===== src/cfr_pkg.sv =====
// Package for the checked frame receiver: parser phases, register indexes,
// the result record and frame constants. No dependencies.
package cfr_pkg;

  localparam int unsigned ByteW = 8;
  localparam int unsigned LenW  = 9;
  localparam int unsigned CfgIdxW = 2;

  // Header, address, function, length, running sum and sum of sums.
  localparam logic [LenW-1:0] OverheadBytes = 9'd6;

  localparam logic [ByteW-1:0] HeaderReset  = 8'd170;
  localparam logic [ByteW-1:0] AddressReset = 8'd255;

  typedef enum logic [CfgIdxW-1:0] {
    CFG_HEADER  = 2'd0,
    CFG_ADDRESS = 2'd1
  } cfg_index_t;

  typedef enum logic [2:0] {
    PH_HUNT = 3'd0,
    PH_ADDR = 3'd1,
    PH_FUNC = 3'd2,
    PH_LEN  = 3'd3,
    PH_PAY  = 3'd4,
    PH_SUM  = 3'd5,
    PH_SUM2 = 3'd6
  } phase_t;

  typedef struct packed {
    logic [ByteW-1:0] function_code;
    logic [ByteW-1:0] payload_index;
    logic [ByteW-1:0] payload_byte;
    logic             end_of_frame;
    logic             frame_good;
    logic [LenW-1:0]  frame_length;
  } result_t;

endpackage


===== src/checked_frame_receiver_core.sv =====
// Top level of the checked frame receiver: input register, config registers,
// parser and result register. Depends on cfr_pkg and cfr_parse.
//
//   channel  direction  handshake             payload
//   input    in         in_valid / in_stall   rx_byte
//   result   out        out_valid / out_stall function_code .. frame_length
//   config   in         cfg_valid / cfg_ready cfg_index, cfg_data
//
// One byte per cycle while no stalled result holds it; the edge that parses a held byte
// also loads its result, if any, into the result register.
// The parser step is a single 8-bit add pair and compare between registers.
// Reset is synchronous: phase returns to header hunting, both item registers empty.
// A stalled result holds the parser; in_stall rises only when a byte waits too.
module checked_frame_receiver_core import cfr_pkg::*; (
  input  logic               clk,
  input  logic               rst,
  input  logic               in_valid,
  output logic               in_stall,
  input  logic [ByteW-1:0]   rx_byte,
  output logic               out_valid,
  input  logic               out_stall,
  output logic [ByteW-1:0]   function_code,
  output logic [ByteW-1:0]   payload_index,
  output logic [ByteW-1:0]   payload_byte,
  output logic               end_of_frame,
  output logic               frame_good,
  output logic [LenW-1:0]    frame_length,
  input  logic               cfg_valid,
  output logic               cfg_ready,
  input  logic [CfgIdxW-1:0] cfg_index,
  input  logic [ByteW-1:0]   cfg_data
);

  logic [ByteW-1:0] header_byte;
  logic [ByteW-1:0] address_byte;
  logic             s1_valid;
  logic [ByteW-1:0] s1_byte;
  logic             out_free;
  logic             step;
  logic             res_valid;
  result_t          res;
  result_t          out_res;

  assign cfg_ready = 1'b1;
  assign out_free  = !out_valid || !out_stall;
  assign step      = s1_valid && out_free;
  assign in_stall  = s1_valid && !out_free;

  always_ff @(posedge clk) begin
    if (rst) begin
      header_byte  <= HeaderReset;
      address_byte <= AddressReset;
    end else if (cfg_valid && cfg_ready) begin
      case (cfg_index)
        CFG_HEADER:  header_byte  <= cfg_data;
        CFG_ADDRESS: address_byte <= cfg_data;
        default: ;
      endcase
    end
  end

  // Input register: refill whenever the held byte moves on
  always_ff @(posedge clk) begin
    if (rst) begin
      s1_valid <= 1'b0;
    end else if (!in_stall) begin
      s1_valid <= in_valid;
    end
  end

  always_ff @(posedge clk) begin
    if (!in_stall && in_valid) begin
      s1_byte <= rx_byte;
    end
  end

  cfr_parse u_parse (
    .clk          (clk),
    .rst          (rst),
    .step         (step),
    .rx_byte      (s1_byte),
    .header_byte  (header_byte),
    .address_byte (address_byte),
    .res_valid    (res_valid),
    .res          (res)
  );

  // Result register
  always_ff @(posedge clk) begin
    if (rst) begin
      out_valid <= 1'b0;
    end else if (out_free) begin
      out_valid <= step && res_valid;
    end
  end

  always_ff @(posedge clk) begin
    if (out_free && step && res_valid) begin
      out_res <= res;
    end
  end

  assign function_code = out_res.function_code;
  assign payload_index = out_res.payload_index;
  assign payload_byte  = out_res.payload_byte;
  assign end_of_frame  = out_res.end_of_frame;
  assign frame_good    = out_res.frame_good;
  assign frame_length  = out_res.frame_length;

endmodule


===== src/cfr_parse.sv =====
// Frame parser state and per-byte step logic for the checked frame receiver.
// Depends on cfr_pkg.
module cfr_parse import cfr_pkg::*; (
  input  logic             clk,
  input  logic             rst,
  input  logic             step,
  input  logic [ByteW-1:0] rx_byte,
  input  logic [ByteW-1:0] header_byte,
  input  logic [ByteW-1:0] address_byte,
  output logic             res_valid,
  output result_t          res
);

  phase_t           phase, phase_next;
  logic [ByteW-1:0] held_function, held_function_next;
  logic [ByteW-1:0] held_length, held_length_next;
  logic [ByteW-1:0] byte_count, byte_count_next;
  logic [ByteW-1:0] running_sum, running_sum_next;
  logic [ByteW-1:0] sum_of_sums, sum_of_sums_next;
  logic [ByteW-1:0] received_sum, received_sum_next;

  logic [ByteW-1:0] count_inc;
  logic [ByteW-1:0] acc_sum;
  logic [ByteW-1:0] acc_sos;
  logic [ByteW-1:0] hdr_sum;

  assign count_inc = byte_count + 8'd1;
  assign acc_sum   = running_sum + rx_byte;
  assign acc_sos   = sum_of_sums + acc_sum;
  // A header restarts both sums from zero before adding itself.
  assign hdr_sum   = rx_byte;

  // Next phase
  always_comb begin
    case (phase)
      PH_ADDR: phase_next = (rx_byte == address_byte) ? PH_FUNC : PH_HUNT;
      PH_FUNC: phase_next = PH_LEN;
      PH_LEN:  phase_next = (rx_byte == '0) ? PH_SUM : PH_PAY;
      PH_PAY:  phase_next = (count_inc == held_length) ? PH_SUM : PH_PAY;
      PH_SUM:  phase_next = PH_SUM2;
      PH_SUM2: phase_next = PH_HUNT;
      default: phase_next = (rx_byte == header_byte) ? PH_ADDR : PH_HUNT;
    endcase
  end

  // Datapath and result
  always_comb begin
    held_function_next = held_function;
    held_length_next   = held_length;
    byte_count_next    = byte_count;
    running_sum_next   = running_sum;
    sum_of_sums_next   = sum_of_sums;
    received_sum_next  = received_sum;
    res_valid          = 1'b0;
    res                = '0;
    res.function_code  = held_function;
    case (phase)
      PH_ADDR: begin
        if (rx_byte == address_byte) begin
          running_sum_next = acc_sum;
          sum_of_sums_next = acc_sos;
        end
      end
      PH_FUNC: begin
        running_sum_next   = acc_sum;
        sum_of_sums_next   = acc_sos;
        held_function_next = rx_byte;
      end
      PH_LEN: begin
        running_sum_next = acc_sum;
        sum_of_sums_next = acc_sos;
        held_length_next = rx_byte;
        byte_count_next  = '0;
      end
      PH_PAY: begin
        running_sum_next  = acc_sum;
        sum_of_sums_next  = acc_sos;
        byte_count_next   = count_inc;
        res_valid         = 1'b1;
        res.payload_index = byte_count;
        res.payload_byte  = rx_byte;
      end
      PH_SUM: begin
        received_sum_next = rx_byte;
      end
      PH_SUM2: begin
        res_valid        = 1'b1;
        res.end_of_frame = 1'b1;
        res.frame_good   = (received_sum == running_sum) && (rx_byte == sum_of_sums);
        res.frame_length = {1'b0, held_length} + OverheadBytes;
      end
      default: begin
        if (rx_byte == header_byte) begin
          running_sum_next = hdr_sum;
          sum_of_sums_next = hdr_sum;
        end
      end
    endcase
  end

  always_ff @(posedge clk) begin
    if (rst) begin
      phase         <= PH_HUNT;
      held_function <= '0;
      held_length   <= '0;
      byte_count    <= '0;
      running_sum   <= '0;
      sum_of_sums   <= '0;
      received_sum  <= '0;
    end else if (step) begin
      phase         <= phase_next;
      held_function <= held_function_next;
      held_length   <= held_length_next;
      byte_count    <= byte_count_next;
      running_sum   <= running_sum_next;
      sum_of_sums   <= sum_of_sums_next;
      received_sum  <= received_sum_next;
    end
  end

endmodule


===== config.mk =====
export PLATFORM = sky130hd
export DESIGN_NAME = checked_frame_receiver_core
export DESIGN_NICKNAME = d
export VERILOG_FILES = /design/src/cfr_pkg.sv /design/src/checked_frame_receiver_core.sv /design/src/cfr_parse.sv
export SDC_FILE = /design/constraint.sdc
export NUM_CORES = 1
export LEC_CHECK = 0
export BUFFER_PORTS_ARGS = -buffer_cell sky130_fd_sc_hd__buf_2
export CAP_MARGIN = 20
export CORE_AREA = 4 4 104 106
export DETAILED_ROUTE_END_ITERATION = 7
export DIE_AREA = 0 0 108 110
export PLACE_DENSITY = 0.85
export SLEW_MARGIN = 20
export SYNTH_ARGS = -nofsm -noshare
export SYNTH_HDL_FRONTEND = slang
export SYNTH_SLANG_ARGS = --single-unit

===== constraint.sdc =====
create_clock -name clk -period 3.85 [get_ports clk]
set_input_delay 0.385 -clock clk [delete_from_list [all_inputs] [get_ports clk]]
set_output_delay 0.385 -clock clk [all_outputs]
set_load 0.05 [all_outputs]

# Word level (Yosys, flattened, before mapping)
# Cells that the tools add are included.
totals:
  register_bits: 112
  in_bits: 23
  out_inout_bits: 38
op_classes:
  n_addsub: 4
  n_eq_ne: 13
  mux: 13
  n_bitwise: 1
  n_reduce_logical: 26
op_table:
  columns: ["op", "count"]
  rows:
  - ["$pmux W8 S3", 2]
  - ["$eq A8 B8 Y1", 5]
  - ["$mux W8", 3]
  - ["$pmux W3 S6", 1]
  - ["$add A8 B8 Y8", 2]
  - ["$pmux W8 S2", 1]
  - ["$reduce_and A2 Y1", 6]
  - ["$mux W11", 1]
  - ["$add A8 B3 Y9 const B", 1]
  - ["$eq A3 B3 Y1 const B", 3]
  - ["$add A8 B1 Y8 const B", 1]
  - ["$logic_not A8 Y1", 1]
  - ["$logic_and A1 B1 Y1", 7]
  - ["$eq A3 B2 Y1 const B", 2]
  - ["$logic_not A1 Y1", 4]
  - ["$mux W1", 4]
  - ["$reduce_and A4 Y1", 1]
  - ["$reduce_or A2 Y1", 2]
  - ["$eq A3 B1 Y1 const B", 1]
  - ["$reduce_bool A3 Y1", 1]
  - ["$reduce_or A3 Y1", 1]
  - ["$eq A2 B1 Y1 const B", 1]
  - ["$logic_not A2 Y1", 1]
  - ["$mux W2", 1]
  - ["other kinds (4)", 4]

# Depth between registers and ports, before layout
# Gate-level depths: netlist of run 1.
depth:
  word_depth: 6
  ltp_mapped: 13
  mapped_depth_nobuf: 13

# Hierarchy
# From an unflattened synthesis of run 1, not the netlist that was laid out.
unflattened:
  hier_cells: 582
  hier_area_um2: 5634.2
by_module_without_submodules:
  columns: ["module", "n_inst", "cells_per_inst", "area_each_um2", "seq_area_each_um2"]
  rows:
  - ["cfr_parse", 1, 458, 3584.7, 1021.0]
  - ["checked_frame_receiver_core", 1, 124, 2049.5, 1651.6]

# Worst setup path before layout of run 1
# OpenSTA, ideal clock, no wires.
synth_timing:
  kind: "flip-flop to flip-flop"
  startpoint: "reg s1_byte[0]"
  endpoint: "reg u_parse.sum_of_sums[7]"
  setup_time_ns: 0.117
  arrival_time_ns: 2.888
  path_slack_ns: 0.845
  path_stages_with_launch: 14
  cell_sequence: "edfxtp_1 -> ha_1 -> fa_1 -> a211oi_1 -> o21bai_1 -> a21oi_1 -> xnor2_1 -> ha_1 -> o211a_1 -> a211oi_1 -> a22o_1 -> nor3_1 -> nand3b_1 -> a32o_2"
synth_between:
  elab_chain_len: 4
synth_lines:
  columns: ["element", "line", "text"]
  rows:
  - ["start, declared", "checked_frame_receiver_core.sv:37", "logic [ByteW-1:0] s1_byte;"]
  - ["start signal, assigned", "checked_frame_receiver_core.sv:73", "s1_byte <= rx_byte;"]
  - ["$add A8 B8 Y8", "cfr_parse.sv:28", "assign acc_sum = running_sum + rx_byte;"]
  - ["$add A8 B8 Y8", "cfr_parse.sv:29", "assign acc_sos = sum_of_sums + acc_sum;"]
  - ["$mux W8", "cfr_parse.sv:59", "if (rx_byte == address_byte) begin"]
  - ["$pmux W8 S3", "cfr_parse.sv:57", "case (phase)"]
  - ["end signal, assigned", "cfr_parse.sv:116", "sum_of_sums <= sum_of_sums_next;"]
  - ["end, declared", "cfr_parse.sv:19", "logic [ByteW-1:0] sum_of_sums, sum_of_sums_next;"]
# Parallel ways exist; a longest one is shown, timed or not. The select of a mux whose other input is x is not followed.
# A chain may end at the register's enable or synchronous reset.

# Final worst setup path of run 1
# Ends and elaborated chain as after synthesis.

==> results of run 1 <==
placed cells by master, fill, tap and decap left out, types with 7 or more instances in the layout:
cell type and n:
a211oi_1 9, a21oi_1 36, and2_1 18, buf_2 59, buf_4 11, clkbuf_8 9, dfxtp_1 69, edfxtp_1 43
ha_1 17, inv_1 8, mux2_2 7, mux2i_1 31, nand2_1 50, nand3_1 21, nor2_1 60, nor2b_1 9
nor3_1 11, o21ai_0 18, xnor2_1 30, xor2_1 27
logic make-up (layout without fill, tap and decap cells):
logic type	after synthesis	in the layout
compound gates	94	94
xor+xnor	57	57
fa+ha+maj	19	19
buf+inv	41	94
flops	112	112
mux	38	38
other cells	1	1
simple gates	209	209
cell type report:
class | count | area share [%]
clock inverters | 7 | 1.27
well taps | 133 | 2.65
multi-input cells | 418 | 45.1
clock buffers | 9 | 1.97
inverters | 8 | 0.478
flip-flops and latches | 112 | 42.5
repair buffers | 70 | 6.01
critical path, stage by stage, from the launching register on:
cell and delay, ns:
edfxtp_1 0.41, ha_1 0.26, fa_1 0.44, a211oi_1 0.34, o21bai_1 0.13, a21oi_1 0.19
xnor2_1 0.20, ha_1 0.33, o211a_1 0.15, a211oi_1 0.25, a22o_1 0.21, nor3_1 0.05
nand3b_1 0.16, a32o_2 0.23
where the power goes:
group          switching (mW)  internal [mW]
clock                   0.437          0.259
sequential             0.0161           1.24
combinational          0.0745         0.0518
worst paths after layout:
check,cells after the start,end,slack [ns]
max reg2reg,13,u_parse.sum_of_sums[7]$_SDFFE_PP0P_,0.40
min reg2reg,0,function_code[0]$_DFFE_PP_,0.45
min,1,s1_byte[3]$_DFFE_PP_,0.18
max,13,u_parse.sum_of_sums[7]$_SDFFE_PP0P_,0.40
routing by layer:
layer	wire length, µm	vias to the layer above	global-route usage [%]	share of wire, %
met5	0	-	0	0
met4	319	0	8.03	2.7
met3	888	28	4.78	7.4
met2	5740	182	36.2	48
met1	5040	2021	25.5	42
li1	-	2102	-	-
through the flow:
stage | cell area [µm²] | power, mW | hold slack, ns
6_report | 6290 | 2.07 | 0.178
5_1_grt | 6290 | 2.14 | 0.162
4_1_cts | 6290 | 2.08 | 0.169
3_5_place_dp | 6080 | 1.40 | 0.424
3_3_place_gp | 6080 | 1.40 | 0.415
2_1_floorplan | 5740 | 1.37 | 0.408
==> flow_metrics.env, run 1 <==
export IMPL_status="complete, no violations"
export IMPL_cts_setup_buffers=0
export IMPL_cts_max_level=3
export IMPL_largest_reg_flops=9
export IMPL_fin_worst_skew_ns=0.0178
export IMPL_die_w_um=108
export IMPL_synth_nets=613
export IMPL_setup_viol=0
export IMPL_timing_fmax_mhz=290
export IMPL_finalWorstSetupSlack_ns=0.400
export IMPL_ys_top_cells_by_count="dfxtp_1, nor2_1, nand2_1"
export IMPL_worst_ep_required_time_ns=4.12
export IMPL_fin_cells=757
export IMPL_synth_most_common_cell="dfxtp_1"
export IMPL_yosys_most_used_dff="dfxtp_1"
export IMPL_drc=0
export IMPL_synth_yosys_seq_area_share_pct=46.5
export IMPL_portBuffers=59
export IMPL_yosys_top_cells_area="dfxtp_1, edfxtp_1, mux2i_1"
export IMPL_muxShareOfSynthArea_pct=6.78
export IMPL_worst_pin_slew_ns=0.977
export IMPL_finalHoldViolCount=0
export IMPL_preCtsSetupSlack_ns=0.585
export IMPL_seq_area_mm2=0.00267
export IMPL_powerDensity_mw_per_mm2=330
export IMPL_clk_latency_ns=0.39
export IMPL_gp_congestion=0.921
export IMPL_path_class="register to register"
export IMPL_cts_root_buf="clkbuf_8"
export IMPL_vias=4333
export IMPL_grt_overflow=0
export IMPL_fin_tns_setup_ns=0
export IMPL_place_detailed_hpwl_um=8350
export IMPL_row_count=36
export IMPL_clk_path_buf_depth=2
export IMPL_drv_cap=0
export IMPL_grt_usage_pct=20.9
export IMPL_ant_nets=0
export IMPL_synth_seq_cells=112
export IMPL_cts_resized=0
export IMPL_rsz0062_at_grt="no"
export IMPL_p_leak_nw=2.44
export IMPL_final_period_utilization_pct=89.6
export IMPL_cts_clk_slew_worst_paths_ns=0.11
export IMPL_final_max_slew_viol_count=0
export IMPL_synthCells=571
export IMPL_async_reset_ff_share_pct=0
export IMPL_wire_per_inst_um=15.8
export IMPL_startpoint="s1_byte[0]$_DFFE_PP_"
export IMPL_yosys_area_share_simple_pct=18.7
export IMPL_cts_made_buffers=9
export IMPL_viasPerCell=5.72
export IMPL_avgSynthCellArea_um2=10.1
export IMPL_crit_fanout=3
export IMPL_ir_drop_v=0.000261
export IMPL_synth_warning_count=0
export IMPL_reg2reg_from="s1_byte[0]$_DFFE_PP_"
export IMPL_synth_top_family_by_area="simple AND/OR/NAND/NOR gates"
export IMPL_synth_edf_count=43
export IMPL_grt_pass1_wl_um=19600
export IMPL_n_fill_cell=764
export IMPL_die_y_um=110
export IMPL_dieArea_mm2=0.0119
export IMPL_synth_xor_area_share_pct=8.69
export IMPL_synth_top_cell_area_share_pct=24.1
export IMPL_area_growth_pct=9.48
export IMPL_slew_limit_headroom_pct=34.6
export IMPL_cts_tree="done"
export IMPL_syn_cell_area_mm2=0.00574
export IMPL_min_path_type="input pin to register"
export IMPL_postCtsHoldBufs=0
export IMPL_wl_um=12000
export IMPL_netlist_top_cell_by_area="dfxtp_1"
export IMPL_start_kind="register"
export IMPL_io_pins=61
export IMPL_multi_input_area_mm2=0.00284
export IMPL_fin_crit_ns=3.45
export IMPL_core_area_mm2=0.00977
export IMPL_synth_fa_ha_area_share_pct=4.40
export IMPL_grt_pass1_vias=4134
export IMPL_first_iter_violations=165
export IMPL_synth_compound_area_share_pct=10.7
export IMPL_antenna_found_initial=0
export IMPL_cp_arrival_ns=3.73
export IMPL_initial_utilization_pct=58.7
export IMPL_hp_start="rx_byte[3]"
export IMPL_cts_sinks=112
export IMPL_final_util_pct=64.3
export IMPL_layout_drive_gt1_share_pct=17.8
export IMPL_yosysUniqueCellTypes=58
export IMPL_insertedDiodeCount=0
export IMPL_final_nets=661
export IMPL_drtPass1Iterations=5
export IMPL_dpl_cell_count=741
export IMPL_grt_start_max_net_pins=57
export IMPL_endpoint_kind="register"
Note: power is estimated with default switching activity, not from simulation.
==> inputs of run 2 (changes only) <==
- CORE_AREA: 4 4 104 106 -> 4 4 103 105
- CTS_BUF_LIST: not set -> sky130_fd_sc_hd__clkbuf_8
- DIE_AREA: 0 0 108 110 -> 0 0 107 109
- PLACE_DENSITY: 0.85 -> 0.86
==> run 2 against run 1 <==
Against the previous run:
- clock power is 3% higher
- final area is the same
- global-route usage up 0.45 points
- final cell count stayed put
- flip-flop and latch count did not move
- worst setup slack improved by 0.015 ns
- non-clock buffer count unchanged
- worst hold slack got worse by 0.0078 ns
- die area fell by 1.8%
- clock-buffer cell count stayed put
- wire length rose by 0.35%
==> flow_metrics.env, run 2 (same netlist as run 1, synthesis figures left out) <==
export IMPL_row_count=36
export IMPL_portBuffers=59
export IMPL_grt_overflow=0
export IMPL_clk_latency_ns=0.39
export IMPL_cts_tree="done"
export IMPL_grt_start_max_net_pins=57
export IMPL_fin_worst_skew_ns=0.0244
export IMPL_place_detailed_hpwl_um=8500
export IMPL_fin_total_pwr_mw=2.09
export IMPL_worst_ep_required_time_ns=4.12
export IMPL_drtPass1Iterations=5
export IMPL_cts_setup_buffers=0
export IMPL_p_leak_nw=2.44
export IMPL_final_period_utilization_pct=89.2
export IMPL_first_iter_violations=257
export IMPL_dpl_cell_count=741
export IMPL_wire_per_inst_um=15.9
export IMPL_cts_root_buf="clkbuf_8"
export IMPL_antenna_found_initial=0
export IMPL_area_growth_pct=9.48
export IMPL_setup_viol=0
export IMPL_layout_commonest_cell="dfxtp_1"
export IMPL_wl_um=12000
export IMPL_largest_reg_flops=9
export IMPL_postCtsHoldBufs=0
export IMPL_powerDensity_mw_per_mm2=333
export IMPL_ant_nets=0
export IMPL_ir_drop_v=0.000211
export IMPL_status="complete, no violations"
export IMPL_core_area_mm2=0.00964
export IMPL_final_max_slew_viol_count=0
export IMPL_layout_drive_gt1_share_pct=17.8
export IMPL_final_nets=661
export IMPL_cts_clk_slew_worst_paths_ns=0.12
export IMPL_fin_cells=757
export IMPL_cts_sinks=112
export IMPL_cts_made_buffers=9
export IMPL_cts_resized=0
export IMPL_initial_utilization_pct=59.6
export IMPL_grt_usage_pct=21.4
export IMPL_dieArea_mm2=0.0117
export IMPL_cts_max_level=3
export IMPL_finalWorstSetupSlack_ns=0.414
export IMPL_fin_crit_ns=3.44
export IMPL_final_cell_mix="dfxtp_1, nor2_1, buf_2"
export IMPL_finalHoldViolCount=0
export IMPL_drc=0
export IMPL_crit_fanout=12
export IMPL_cp_arrival_ns=3.71
export IMPL_slew_limit_headroom_pct=28.8
export IMPL_worst_pin_slew_ns=1.06
export IMPL_io_pins=61
export IMPL_vias=4290
export IMPL_grt_pass1_wl_um=20000
export IMPL_insertedDiodeCount=0
export IMPL_endpoint_kind="register"
export IMPL_start_kind="register"
export IMPL_fin_tns_setup_ns=0
export IMPL_grt_pass1_vias=4182
export IMPL_die_y_um=109
export IMPL_min_path_type="input pin to register"
export IMPL_timing_fmax_mhz=291
export IMPL_path_class="register to register"
export IMPL_clk_path_buf_depth=2
export IMPL_die_w_um=107
export IMPL_rsz0062_at_grt="no"
export IMPL_viasPerCell=5.67
export IMPL_drv_cap=0
export IMPL_preCtsSetupSlack_ns=0.474
export IMPL_final_util_pct=65.2
export IMPL_gp_congestion=0.918
-- run 2: cell count changes in the layout (fill, tap and decap cells not counted), sizes merged --
cell    before  now
inv         11   12
clkinv       3    2
-- run 2: layout make-up --
cell class	instances	area, µm²
Sequential cell	112	2670
Tap cell	133	166
Inverter	8	30.0
Fill cell	795	3350
Multi-Input combinational cell	418	2840
Clock buffer	9	124
Clock inverter	7	80.1
Timing Repair Buffer	70	378
-- run 2: worst paths after layout --
kind                                                       startpoint  slack, ns  depth (start not counted)                                  end
worst max-delay path                             s1_byte[1]$_DFFE_PP_       0.41                         12  u_parse.sum_of_sums[7]$_SDFFE_PP0P_
worst min-delay path                                       rx_byte[7]       0.17                          1                 s1_byte[7]$_DFFE_PP_
worst max register to register                   s1_byte[1]$_DFFE_PP_       0.41                         12  u_parse.sum_of_sums[7]$_SDFFE_PP0P_
worst min register to register  u_parse.held_function[0]$_SDFFE_PP0P_       0.45                          0           function_code[0]$_DFFE_PP_
-- run 2: power breakdown --
group | switching [mW] | internal, mW
Sequential | 0.0135 | 1.24
Combinational | 0.0756 | 0.0526
Clock | 0.454 | 0.262
-- run 2: layer usage --
layer	global-route usage, %	vias up	routed length (µm)
met3	3.14	19	745
met5	0	-	0
met2	37.1	124	5920
met4	8.40	0	175
li1	-	2110	-
met1	27.0	2037	5180
-- run 2: critical path: stages (launching register included) --
cell and delay, ns:
edfxtp_1 0.67, fa_1 0.56, a211oi_1 0.22, o21bai_1 0.11, a21oi_1 0.18, xnor2_1 0.18
ha_1 0.31, o211a_1 0.14, a211oi_1 0.28, a22o_1 0.21, nor3_1 0.05, nand3b_1 0.17
a32o_2 0.24
-- run 2: through the flow --
| step | hold WS, ns | instance area [µm²] |
|---|---|---|
| 2_1_floorplan | 0.408 | 5740 |
| 3_3_place_gp | 0.420 | 6080 |
| 3_5_place_dp | 0.425 | 6080 |
| 4_1_cts | 0.165 | 6290 |
| 5_1_grt | 0.159 | 6290 |
| 6_report | 0.170 | 6290 |
==> inputs of run 3 (changes only) <==
- clock period: 3.85 -> 4.1 ns (I/O delays scaled with it)
==> run 3 against run 2 <==
Against the previous run:
- clock power rose by 0.6%
- wire length barely moved
- final cell count fell by 0.26%
- worst hold slack improved by 0.024 ns
- sequential power fell by 6%
- via count rose by 0.33%
- largest cell class unchanged
==> flow_metrics.env, run 3 (same netlist as run 1, synthesis figures left out) <==
export IMPL_place_detailed_hpwl_um=8390
export IMPL_core_area_mm2=0.00964
export IMPL_min_path_type="input pin to register"
export IMPL_first_iter_violations=240
export IMPL_start_kind="register"
export IMPL_slew_limit_headroom_pct=32.7
export IMPL_area_growth_pct=9.48
export IMPL_wire_per_inst_um=15.9
export IMPL_dieArea_mm2=0.0117
export IMPL_grt_overflow=0
export IMPL_timing_fmax_mhz=280
export IMPL_final_nets=659
export IMPL_n_fill_cell=793
export IMPL_antenna_found_initial=0
export IMPL_final_max_slew_viol_count=0
export IMPL_grt_pass1_wl_um=19900
export IMPL_cts_root_buf="clkbuf_8"
export IMPL_row_count=36
export IMPL_wl_um=12000
export IMPL_fin_worst_skew_ns=0.0103
export IMPL_insertedDiodeCount=0
export IMPL_fin_crit_ns=3.58
export IMPL_path_class="register to register"
export IMPL_ant_nets=0
export IMPL_clk_path_buf_depth=2
export IMPL_cts_sinks=112
export IMPL_crit_fanout=11
export IMPL_status="complete, no violations"
export IMPL_cts_tree="done"
export IMPL_worst_ep_required_time_ns=4.38
export IMPL_rsz0062_at_grt="no"
export IMPL_die_y_um=109
export IMPL_drc=0
export IMPL_layout_commonest_cell="dfxtp_1"
export IMPL_endpoint_kind="register"
export IMPL_io_pins=61
export IMPL_cts_setup_buffers=0
export IMPL_drv_cap=0
export IMPL_worst_pin_slew_ns=1.01
export IMPL_ir_drop_v=0.000182
export IMPL_grt_pass1_vias=4232
export IMPL_portBuffers=59
export IMPL_p_leak_nw=2.45
export IMPL_stdcell_area_mm2=0.00629
export IMPL_placed_area_mm2=0.00607
export IMPL_final_cell_mix="dfxtp_1, nor2_1, buf_2"
export IMPL_clk_latency_ns=0.38
export IMPL_gp_congestion=0.891
export IMPL_vias=4304
export IMPL_viasPerCell=5.70
export IMPL_initial_utilization_pct=59.6
export IMPL_preCtsSetupSlack_ns=0.558
export IMPL_finalHoldViolCount=0
export IMPL_drtPass1Iterations=5
export IMPL_grt_start_max_net_pins=57
export IMPL_postCtsHoldBufs=0
export IMPL_grt_usage_pct=21.6
export IMPL_die_w_um=107
export IMPL_layout_drive_gt1_share_pct=17.5
export IMPL_cp_arrival_ns=3.86
export IMPL_cts_clk_slew_worst_paths_ns=0.11
export IMPL_finalWorstSetupSlack_ns=0.523
export IMPL_cts_resized=0
export IMPL_powerDensity_mw_per_mm2=320
export IMPL_fin_tns_setup_ns=0
export IMPL_final_period_utilization_pct=87.3
export IMPL_cts_max_level=3
export IMPL_largest_reg_flops=9
export IMPL_setup_viol=0
export IMPL_cts_made_buffers=9
-- run 3: cell types whose count changed in the layout (fill, tap and decap cells not counted), sizes merged --
| cell | previous run | this run |
|---|---|---|
| buf | 70 | 68 |
| bufinv | 0 | 1 |
| clkinv | 2 | 1 |
| clkinvlp | 1 | 0 |
| inv | 12 | 13 |
-- run 3: per-layer routing --
layer	part of all wire, %	wire length (µm)	global-route usage, %	up-vias
met3	5.9	710	3.32	23
met5	0	0	0	-
met4	2.0	246	8.86	0
met2	49	5830	37.2	143
li1	-	-	-	2093
met1	44	5230	27.2	2045
-- run 3: area by class of cell --
| class | instances | area, µm² | area share, % |
|---|---|---|---|
| Inverter | 8 | 30.0 | 0.478 |
| Sequential cell | 112 | 2670 | 42.5 |
| Clock buffer | 9 | 124 | 1.97 |
| Timing Repair Buffer | 68 | 363 | 5.77 |
| Clock inverter | 7 | 95.1 | 1.51 |
| Tap cell | 133 | 166 | 2.65 |
| Multi-Input combinational cell | 418 | 2840 | 45.1 |
-- run 3: per-stage QoR --
stage	instances	hold WS, ns	utilization [%]	power (mW)
after floorplan	571	0.408	-	1.28
after global placement	739	0.417	62.9	1.31
after detailed placement	739	0.422	62.9	1.31
after CTS	755	0.177	65.2	2.02
after global routing	755	0.175	65.2	2.08
final	755	0.194	65.2	2.01
-- run 3: worst max-delay path: stages (launching register included) --
cell and delay (ns):
edfxtp_1 0.60, ha_1 0.34, fa_1 0.43, a211oi_1 0.25, o21bai_1 0.12, a21oi_1 0.18, xnor2_1 0.19, ha_1 0.32
o211a_1 0.14, a211oi_1 0.25, a22o_1 0.21, nor3_1 0.05, nand3b_1 0.17, a32o_2 0.24
-- run 3: where the power goes --
| group | leakage, nW | internal (mW) | switching [mW] |
|---|---|---|---|
| logic | 1.46 | 0.0478 | 0.0679 |
| registers | 0.877 | 1.16 | 0.0153 |
| clock network | 0.113 | 0.305 | 0.415 |
| total | 2.45 | 1.51 | 0.498 |
-- run 3: path summary, 6_finish.rpt --
| check | start | slack (ns) | end | depth (start not counted) |
|---|---|---|---|---|
| min | rx_byte[7] | 0.19 | s1_byte[7]$_DFFE_PP_ | 1 |
| min reg2reg | u_parse.held_function[7]$_SDFFE_PP0P_ | 0.45 | function_code[7]$_DFFE_PP_ | 0 |
| max reg2reg | s1_byte[0]$_DFFE_PP_ | 0.52 | u_parse.sum_of_sums[7]$_SDFFE_PP0P_ | 13 |
| max | s1_byte[0]$_DFFE_PP_ | 0.52 | u_parse.sum_of_sums[7]$_SDFFE_PP0P_ | 13 |
